### src/ppcs_pkg.sv
// ----------------------------------------------------------------------------
// ppcs_pkg
// Shared types and constants of the pattern push command sequencer: item
// structs, function and command codes, push phases, controller links.
// ----------------------------------------------------------------------------
`default_nettype none

package ppcs_pkg;

  // Commands per tick burst
  localparam int unsigned PACKETS_PER_TICK = 6;
  localparam int unsigned BUDGET_W         = $clog2(PACKETS_PER_TICK + 1);

  // Grid geometry
  localparam int unsigned TRACKS  = 16;
  localparam int unsigned STEPS   = 16;
  localparam int unsigned POS_W   = 9;
  localparam logic [7:0]  PACING_RESET = 8'd2;

  // Input function codes
  localparam logic [1:0] FUNC_LOAD = 2'd0;
  localparam logic [1:0] FUNC_ARM  = 2'd1;
  localparam logic [1:0] FUNC_TICK = 2'd2;

  // Command kinds
  localparam logic [1:0] KIND_SELECT = 2'd0;
  localparam logic [1:0] KIND_STEP   = 2'd1;
  localparam logic [1:0] KIND_START  = 2'd2;

  typedef enum logic [2:0] {
    PH_IDLE,
    PH_SELECT,
    PH_CLEAR,
    PH_ACTIVE,
    PH_START
  } phase_t;

  typedef struct packed {
    logic [1:0]  func;
    logic [3:0]  row;
    logic [15:0] row_bits;
    logic [3:0]  slot;
    logic        link_up;
    logic        playing;
    logic [31:0] now_ms;
  } in_item_t;

  typedef struct packed {
    logic [1:0] kind;
    logic [3:0] sel_slot;
    logic [3:0] track;
    logic [3:0] step;
    logic       active;
    logic       last;
  } out_item_t;

  // Controller to datapath
  typedef struct packed {
    logic take;    // consume the input item
    logic step;    // run one step of the burst
    logic finish;  // close the burst, set the next burst time
    logic flush;   // push the held command out as the last of the burst
  } dp_cmd_t;

  // Datapath to controller
  typedef struct packed {
    logic go;       // the offered item is a tick that starts a burst
    logic done;     // budget spent or push idle
    logic pend_v;   // a command is held back
    logic out_free; // output register can take a command this cycle
  } dp_stat_t;

endpackage : ppcs_pkg

`default_nettype wire

### src/pattern_push_command_sequencer_core.sv
// ----------------------------------------------------------------------------
// pattern_push_command_sequencer_core
// Pushes a 16 x 16 step grid to a remote player as paced command bursts.
// ----------------------------------------------------------------------------
// Usage:
//   in_*  : load a grid row, arm a push, or tick with the current ms time.
//           The block takes one item at a time; in_stall is high while a
//           tick burst runs. Load, arm and ignored items never stall.
//   out_* : one item per command; last marks the final command of a burst.
//   cfg_* : pacing interval in ms, always ready; write only while idle.
// Burst steps:
//   A tick that starts a burst is accepted, then each step issues a select,
//   clear, set or start command, or scans the rest of a grid row without a
//   hit at no budget cost. The burst then closes and flushes its last command.
// Stalls:
//   A stalled output holds its command; burst steps wait while another
//   command is held behind it, and in_stall stays high until the burst drains.
// Reset:
//   Synchronous, active low: push idle, grid cleared, pacing interval 2 ms.
// ----------------------------------------------------------------------------
`default_nettype none

module pattern_push_command_sequencer_core (
  input  wire logic                clk,
  input  wire logic                rst_n,
  input  wire logic                in_valid,
  output logic                     in_stall,
  input  wire ppcs_pkg::in_item_t  in_data,
  output logic                     out_valid,
  input  wire logic                out_stall,
  output ppcs_pkg::out_item_t      out_data,
  input  wire logic                cfg_valid,
  output logic                     cfg_ready,
  input  wire logic [7:0]          cfg_data
);
  import ppcs_pkg::*;

  dp_cmd_t  cmd;
  dp_stat_t stat;

  ppcs_ctrl u_ctrl (
    .clk      (clk),
    .rst_n    (rst_n),
    .in_valid (in_valid),
    .in_stall (in_stall),
    .stat     (stat),
    .cmd      (cmd)
  );

  ppcs_dp u_dp (
    .clk       (clk),
    .rst_n     (rst_n),
    .in_data   (in_data),
    .cmd       (cmd),
    .stat      (stat),
    .cfg_valid (cfg_valid),
    .cfg_ready (cfg_ready),
    .cfg_data  (cfg_data),
    .out_valid (out_valid),
    .out_stall (out_stall),
    .out_data  (out_data)
  );

endmodule : pattern_push_command_sequencer_core

`default_nettype wire

### src/ppcs_ctrl.sv
// ----------------------------------------------------------------------------
// ppcs_ctrl
// Controller: takes items while idle, runs a tick burst step by step, then
// closes the burst and flushes the held command with its last flag.
// ----------------------------------------------------------------------------
`default_nettype none

module ppcs_ctrl (
  input  wire logic               clk,
  input  wire logic               rst_n,
  input  wire logic               in_valid,
  output logic                    in_stall,
  input  wire ppcs_pkg::dp_stat_t stat,
  output ppcs_pkg::dp_cmd_t       cmd
);
  import ppcs_pkg::*;

  typedef enum logic [1:0] {
    S_IDLE,
    S_RUN,
    S_FLUSH
  } state_t;

  state_t state_r, state_nxt;

  // Sequence idle, burst and flush
  always_comb begin
    state_nxt = state_r;
    cmd       = '0;
    case (state_r)
      S_IDLE: begin
        if (in_valid) begin
          cmd.take = 1'b1;
          if (stat.go) begin
            state_nxt = S_RUN;
          end
        end
      end
      S_RUN: begin
        if (stat.done) begin
          cmd.finish = 1'b1;
          state_nxt  = S_FLUSH;
        end else begin
          cmd.step = 1'b1;
        end
      end
      S_FLUSH: begin
        cmd.flush = 1'b1;
        if (!stat.pend_v || stat.out_free) begin
          state_nxt = S_IDLE;
        end
      end
      default: begin
        state_nxt = S_IDLE;
      end
    endcase
  end

  // Hold state
  always_ff @(posedge clk) begin
    if (!rst_n) begin
      state_r <= S_IDLE;
    end else begin
      state_r <= state_nxt;
    end
  end

  assign in_stall = (state_r != S_IDLE);

endmodule : ppcs_ctrl

`default_nettype wire

### src/ppcs_dp.sv
// ----------------------------------------------------------------------------
// ppcs_dp
// Datapath: step grid, push position and phase, burst budget, pacing time,
// one held command and the output register.
// ----------------------------------------------------------------------------
`default_nettype none

module ppcs_dp (
  input  wire logic                clk,
  input  wire logic                rst_n,
  input  wire ppcs_pkg::in_item_t  in_data,
  input  wire ppcs_pkg::dp_cmd_t   cmd,
  output ppcs_pkg::dp_stat_t       stat,
  input  wire logic                cfg_valid,
  output logic                     cfg_ready,
  input  wire logic [7:0]          cfg_data,
  output logic                     out_valid,
  input  wire logic                out_stall,
  output ppcs_pkg::out_item_t      out_data
);
  import ppcs_pkg::*;

  // Lowest set bit: {found, index}
  function automatic logic [4:0] first_set(input logic [STEPS-1:0] v);
    logic [4:0] r;
    r = '0;
    for (int i = STEPS - 1; i >= 0; i--) begin
      if (v[i]) begin
        r = {1'b1, 4'(i)};
      end
    end
    return r;
  endfunction

  logic [STEPS-1:0]    grid_r [TRACKS];
  logic [STEPS-1:0]    grid_nxt [TRACKS];
  phase_t              phase_r, phase_nxt;
  logic [3:0]          slot_r, slot_nxt;
  logic [POS_W-1:0]    pos_r, pos_nxt;
  logic [31:0]         next_time_r, next_time_nxt;
  logic [BUDGET_W-1:0] budget_r, budget_nxt;
  logic [7:0]          pacing_r;
  logic [31:0]         now_r;
  logic                playing_r;
  logic                pend_v_r, pend_v_nxt;
  out_item_t           pend_r, pend_nxt;
  logic                out_v_r, out_v_nxt;
  out_item_t           out_r, out_nxt;

  logic [3:0]          cur_t;
  logic [3:0]          cur_s;
  logic [STEPS-1:0]    scan_bits;
  logic [4:0]          hit;
  logic [31:0]         time_lag;
  logic                early;
  logic                out_free;
  logic                fire;
  logic                emit;
  out_item_t           cmd_item;

  assign cur_t     = pos_r[7:4];
  assign cur_s     = pos_r[3:0];
  assign scan_bits = grid_r[cur_t] & (16'hFFFF << cur_s);
  assign hit       = first_set(scan_bits);

  // Wrapping distance to the next burst time; negative means early
  assign time_lag  = in_data.now_ms - next_time_r;
  assign early     = time_lag[31];
  assign out_free  = !out_v_r || !out_stall;
  assign fire      = cmd.step && (!pend_v_r || out_free);

  // Status to the controller
  always_comb begin
    stat.go       = (in_data.func == FUNC_TICK) && (phase_r != PH_IDLE) &&
                    in_data.link_up && !early;
    stat.done     = (budget_r == '0) || (phase_r == PH_IDLE);
    stat.pend_v   = pend_v_r;
    stat.out_free = out_free;
  end

  // Item handling and burst steps
  always_comb begin
    grid_nxt      = grid_r;
    phase_nxt     = phase_r;
    slot_nxt      = slot_r;
    pos_nxt       = pos_r;
    next_time_nxt = next_time_r;
    budget_nxt    = budget_r;
    emit          = 1'b0;
    cmd_item      = '0;

    if (cmd.take) begin
      case (in_data.func)
        FUNC_LOAD: begin
          grid_nxt[in_data.row] = in_data.row_bits;
        end
        FUNC_ARM: begin
          if (in_data.link_up) begin
            phase_nxt     = PH_SELECT;
            slot_nxt      = in_data.slot;
            pos_nxt       = '0;
            next_time_nxt = in_data.now_ms;
          end
        end
        FUNC_TICK: begin
          if (phase_r != PH_IDLE && !in_data.link_up) begin
            phase_nxt = PH_IDLE;
          end
          if (stat.go) begin
            budget_nxt = BUDGET_W'(PACKETS_PER_TICK);
          end
        end
        default: begin
        end
      endcase
    end

    if (fire) begin
      case (phase_r)
        PH_SELECT: begin
          emit              = 1'b1;
          cmd_item.kind     = KIND_SELECT;
          cmd_item.sel_slot = slot_r;
          phase_nxt         = PH_CLEAR;
          pos_nxt           = '0;
          budget_nxt        = budget_r - 1'b1;
        end
        PH_CLEAR: begin
          emit           = 1'b1;
          cmd_item.kind  = KIND_STEP;
          cmd_item.track = cur_t;
          cmd_item.step  = cur_s;
          pos_nxt        = pos_r + 1'b1;
          budget_nxt     = budget_r - 1'b1;
          if (pos_nxt[POS_W-1]) begin
            phase_nxt = PH_ACTIVE;
            pos_nxt   = '0;
          end
        end
        PH_ACTIVE: begin
          // Scan the rest of the current row; an empty row costs no budget
          if (hit[4]) begin
            emit            = 1'b1;
            cmd_item.kind   = KIND_STEP;
            cmd_item.track  = cur_t;
            cmd_item.step   = hit[3:0];
            cmd_item.active = 1'b1;
            pos_nxt         = {1'b0, cur_t, hit[3:0]} + 1'b1;
            budget_nxt      = budget_r - 1'b1;
          end else begin
            pos_nxt = {1'b0, cur_t, 4'd0} + POS_W'(STEPS);
          end
          if (pos_nxt[POS_W-1]) begin
            phase_nxt = PH_START;
          end
        end
        PH_START: begin
          emit          = !playing_r;
          cmd_item.kind = KIND_START;
          phase_nxt     = PH_IDLE;
          budget_nxt    = budget_r - 1'b1;
        end
        default: begin
          phase_nxt = PH_IDLE;
        end
      endcase
    end

    if (cmd.finish) begin
      next_time_nxt = now_r + {24'd0, pacing_r};
    end
  end

  // Hold one command back so the last of a burst can be flagged
  always_comb begin
    pend_v_nxt = pend_v_r;
    pend_nxt   = pend_r;
    out_nxt    = out_r;
    out_v_nxt  = out_v_r && out_stall;
    if (fire && emit) begin
      pend_v_nxt = 1'b1;
      pend_nxt   = cmd_item;
      if (pend_v_r) begin
        out_nxt   = pend_r;
        out_v_nxt = 1'b1;
      end
    end else if (cmd.flush && pend_v_r && out_free) begin
      out_nxt      = pend_r;
      out_nxt.last = 1'b1;
      out_v_nxt    = 1'b1;
      pend_v_nxt   = 1'b0;
    end
  end

  // Control registers
  always_ff @(posedge clk) begin
    if (!rst_n) begin
      grid_r      <= '{default: '0};
      phase_r     <= PH_IDLE;
      slot_r      <= '0;
      pos_r       <= '0;
      next_time_r <= '0;
      budget_r    <= '0;
      pacing_r    <= PACING_RESET;
      pend_v_r    <= 1'b0;
      out_v_r     <= 1'b0;
    end else begin
      grid_r      <= grid_nxt;
      phase_r     <= phase_nxt;
      slot_r      <= slot_nxt;
      pos_r       <= pos_nxt;
      next_time_r <= next_time_nxt;
      budget_r    <= budget_nxt;
      pend_v_r    <= pend_v_nxt;
      out_v_r     <= out_v_nxt;
      if (cfg_valid && cfg_ready) begin
        pacing_r <= cfg_data;
      end
    end
  end

  // Payload registers
  always_ff @(posedge clk) begin
    pend_r <= pend_nxt;
    out_r  <= out_nxt;
    if (cmd.take && stat.go) begin
      now_r     <= in_data.now_ms;
      playing_r <= in_data.playing;
    end
  end

  assign cfg_ready = 1'b1;
  assign out_valid = out_v_r;
  assign out_data  = out_r;

endmodule : ppcs_dp

`default_nettype wire

### config.mk
export PLATFORM = sky130hd
export DESIGN_NAME = pattern_push_command_sequencer_core
export DESIGN_NICKNAME = d
export VERILOG_FILES = /design/src/ppcs_pkg.sv /design/src/pattern_push_command_sequencer_core.sv /design/src/ppcs_ctrl.sv /design/src/ppcs_dp.sv
export SDC_FILE = /design/constraint.sdc
export NUM_CORES = 1
export LEC_CHECK = 0
export BUFFER_PORTS_ARGS = -buffer_cell sky130_fd_sc_hd__buf_2
export CAP_MARGIN = 25
export CORE_ASPECT_RATIO = 1.5
export CORE_UTILIZATION = 60
export CTS_BUF_LIST = sky130_fd_sc_hd__clkbuf_8
export CTS_CLUSTER_DIAMETER = 60
export DETAILED_ROUTE_END_ITERATION = 12
export GPL_ROUTABILITY_DRIVEN = 1
export PLACE_DENSITY = 0.8
export SLEW_MARGIN = 30
export SYNTH_ARGS = -nofsm -noshare
export SYNTH_HDL_FRONTEND = slang
export SYNTH_SLANG_ARGS = --single-unit
### constraint.sdc
create_clock -name clk -period 5.7 [get_ports clk]
set_clock_uncertainty 0.15 [all_clocks]
set_input_delay 0.285 -clock clk [delete_from_list [all_inputs] [get_ports clk]]
set_output_delay 0.285 -clock clk [all_outputs]
set_load 0.02 [all_outputs]
==> run_results.csv <==
group,metric,value,unit
run_status,outcome,"complete, no violations",
logic_synthesis,synth_edf_count,64,
logic_synthesis,synth_xor_area_share,0.6785,%
logic_synthesis,synth_area,0.01936,mm2
cells_and_area,final_cells,2739,
logic_synthesis,synth_ff_type,"dfxtp_1",
global_routing,grt_first_pass_wirelength,89.39,mm
sta,maxSlewViolCount,0,
clock_network,cts_made_buffers,55,
power_and_ir_drop,vdd_drop_max,0.1512,mV
logic_synthesis,avgSynthCellArea,8.769,um2
critical_path,crit_start,"u_dp.pos_r[6]",
global_routing,grt-ovfl-total,0,
global_routing,grt_start_max_net_pins,215,
sta,fin_tns_setup,0,ns
sta,setup_ws,0.9905,ns
sta,rsz0062_at_grt,"false",
clock_network,clkLatencyLatePin,0.63,ns
global_routing,grt_pass1_vias,16830,
routing,drt-total-wl,58.17,mm
logic_synthesis,yosysSeqAreaShare,42.91,%
routing,final_antenna_net_count,0,
cells_and_area,final_area,0.02180,mm2
sta,final_hold_viol_count,0,
logic_synthesis,syn_nets,2330,
logic_synthesis,synth_top_family_by_area,"simple AND/OR/NAND/NOR gates",
sta,clock.fmax,0.2123,GHz
critical_path,path_class,"register to register",
logic_synthesis,synth-compound-area-share,19.61,%
logic_synthesis,syn_inst,2208,
placement,dp_slack,1.232,ns
floorplanning,coreArea,0.03183,mm2
clock_network,root_buffer,"clkbuf_8",
routing,wl_per_cell,21.24,um
logic_synthesis,synthDistinctLibCells,84,
sta,slew_headroom,36.77,%
cells_and_area,final_nets,2406,
sta,post-route-period-util,82.62,%
floorplanning,die_y,222.0,um
cells_and_area,drive_gt1_share,11.77,%
power_and_ir_drop,power_density,251.8,mW/mm2
critical_path,worst-path-max-fanout,35,
clock_network,htreeDepth,2,
floorplanning,design.portCount,92,
power_and_ir_drop,p_total,5.489,mW
global_routing,grt_usage,35.10,%
clock_network,postCtsSetupRepairBufs,0,
placement,place_congestion,0.9833,
logic_synthesis,yosys_warnings,0,
placement,dpl.hpwl,37.20,mm
critical_path,r2r-start,"u_dp.pos_r[6]",
critical_path,crit_required,6.09,ns
power_and_ir_drop,leakagePower,7.359,nW
routing,via_count,16950,
floorplanning,start_util,60.83,%
logic_synthesis,yosys_register_bits,383,
floorplanning,num_rows,80,
placement,dp_cells,2565,
routing,drt-initial-drc-count,1492,
logic_synthesis,netlist_top_cells_count,"nand2_1 (655), dfxtp_1 (319), a21boi_0 (233)",
critical_path,worstPathArrival,5.10,ns
routing,viasPerCell,6.189,
logic_synthesis,synth-simple-area-share,20.55,%
placement,place_area,0.01984,mm2
logic_synthesis,synthAdderAreaFrac,3.205,%
sta,period_needed,4.710,ns
sta,holdWs,0.04117,ns
logic_synthesis,yosys-top-cells-area,"dfxtp_1 (33%), nand2_1 (13%), edfxtp_1 (9.9%)",
critical_path,endpoint_kind,"register",
worst_hold_path,hp-class,"input pin to register",
logic_synthesis,yosysTopAreaCellShare,32.98,%
logic_synthesis,yosysMostFrequentCell,"nand2_1",
placement,numPortBuffers,90,
clock_network,clock_path_buffers,3,
floorplanning,fp.dieW,148.7,um
floorplanning,dieArea,0.03301,mm2
clock_network,cts.sinks,383,
routing,drcViolationCount,0,
job,maxCapViolations,0,
logic_synthesis,async_reset_ff_share,0,%
worst_hold_path,min_from,"rst_n",
routing,first_pass_iters,8,
cells_and_area,utilization,68.49,%
logic_synthesis,synth_area_leader_cell,"dfxtp_1",
critical_path,start_kind,"register",
clock_network,clk_pin_slew,0.06,ns
global_routing,antenna_found_initial,1,
sta,setup_viol,0,
sta,worst_pin_slew,0.9458,ns
clock_network,cts_tree,"yes",
cells_and_area,synthToLayoutAreaGrowth,12.60,%
logic_synthesis,synthMuxAreaShare,8.090,%
-- power breakdown --
group          switching [mW]  leakage, nW  total [mW]  internal [mW]
clock network            1.09        0.672        2.40           1.31
logic                   0.185         3.62       0.319          0.135
registers             0.00925         3.07        2.77           2.76
total                    1.29         7.36        5.49           4.20
-- worst max-delay path: stages (launching register included) --
cell	delay [ns]
dfxtp_2	0.93
buf_4	0.52
mux4_2	0.27
a2bb2oi_1	0.44
a21oi_1	0.17
nor4_1	0.45
a31oi_1	0.08
o31ai_1	0.10
and3_1	0.25
ha_1	0.19
a31oi_1	0.07
nor3_4	0.24
nand3_2	0.14
or4_4	0.45
a21boi_2	0.15
-- cells in the final DEF (no fill, tap or decap), types with 10 or more instances in the layout --
cell type      Yosys  final
nand4_1           15     15
a31oi_1           19     19
nor2b_1           31     30
nand3_1           32     31
a21o_1            10     10
inv_1             57     68
and3_1            22     21
xnor2_1           11     11
edfxtp_1          64     64
clkinv_2           0     12
a21oi_1           35     35
o21ai_0           27     27
nand2b_1          12     12
a21boi_1          39     40
nand2_1          655    655
dfxtp_1          319    316
dlygate4sd3_1      0     72
mux4_2            36     36
a22oi_1           17     17
nor2_1            46     43
mux2i_1           68     68
a21boi_0         233    232
o211ai_1          33     33
clkbuf_8           0     68
nor3_1            22     19
buf_2              9     89
buf_4             10     21
ha_1              48     48
and2_1            22     23
-- final cells by class --
cell class | instances | area, um2
multi-input combinational | 1601 | 10150
fill | 2472 | 10030
sequential | 383 | 8317
timing repair buffer | 185 | 1375
clock buffer | 68 | 935.9
tap | 410 | 513.0
clock inverter | 33 | 286.5
inverter | 58 | 217.7
antenna | 1 | 2.502
-- final timing paths --
| kind | to | slack [ns] | depth (start not counted) |
|---|---|---|---|
| worst min register to register | u_dp.out_data[10] | 0.27 | 0 |
| worst min-delay path | u_dp.next_time_r[5] | 0.04 | 2 |
| worst max-delay path | u_dp.pos_r[8] | 0.99 | 14 |
| worst max register to register | u_dp.pos_r[8] | 0.99 | 14 |
-- logic make-up after synthesis --
kind of cell,count (synthesis)
AOI/OAI and AO/OA,516
other,1
muxes,108
buffers and inverters,224
and+or+nand+nor,912
DFF,383
adders and majority gates,49
xor gates and xnor gates,15
-- per-layer routing --
layer / vias to the layer above / part of all wire [%] / global-route usage (%)
li1: 7819 / - / -
met1: 8061 / 35 / 37.62
met2: 815 / 50 / 60.45
met3: 258 / 7.3 / 6.132
met4: 0 / 7.8 / 27.44
met5: - / 0 / 0
-- sequential cells by signal, indices dropped and copies added (netlist names) --
name	count
u_dp.phase_r	3
u_dp.pend_r	15
u_dp.out_valid	1
u_dp.pend_v_r	1
u_dp.pos_r	9
u_dp.playing_r	1
u_dp.slot_r	4
u_dp.next_time_r	32
u_ctrl.state_r	2
u_dp.grid_r	256
u_dp.budget_r	3
u_dp.out_data	16
u_dp.pacing_r	8
u_dp.now_r	32
-- timing repair --
item / CTS / global route
endpoints found under the hold margin: 328 / 0
hold buffers: 72 / 0
endpoints found under the setup margin: 0 / 0
resized for setup: 0 / 0
Note: power is estimated with default switching activity, not from simulation.
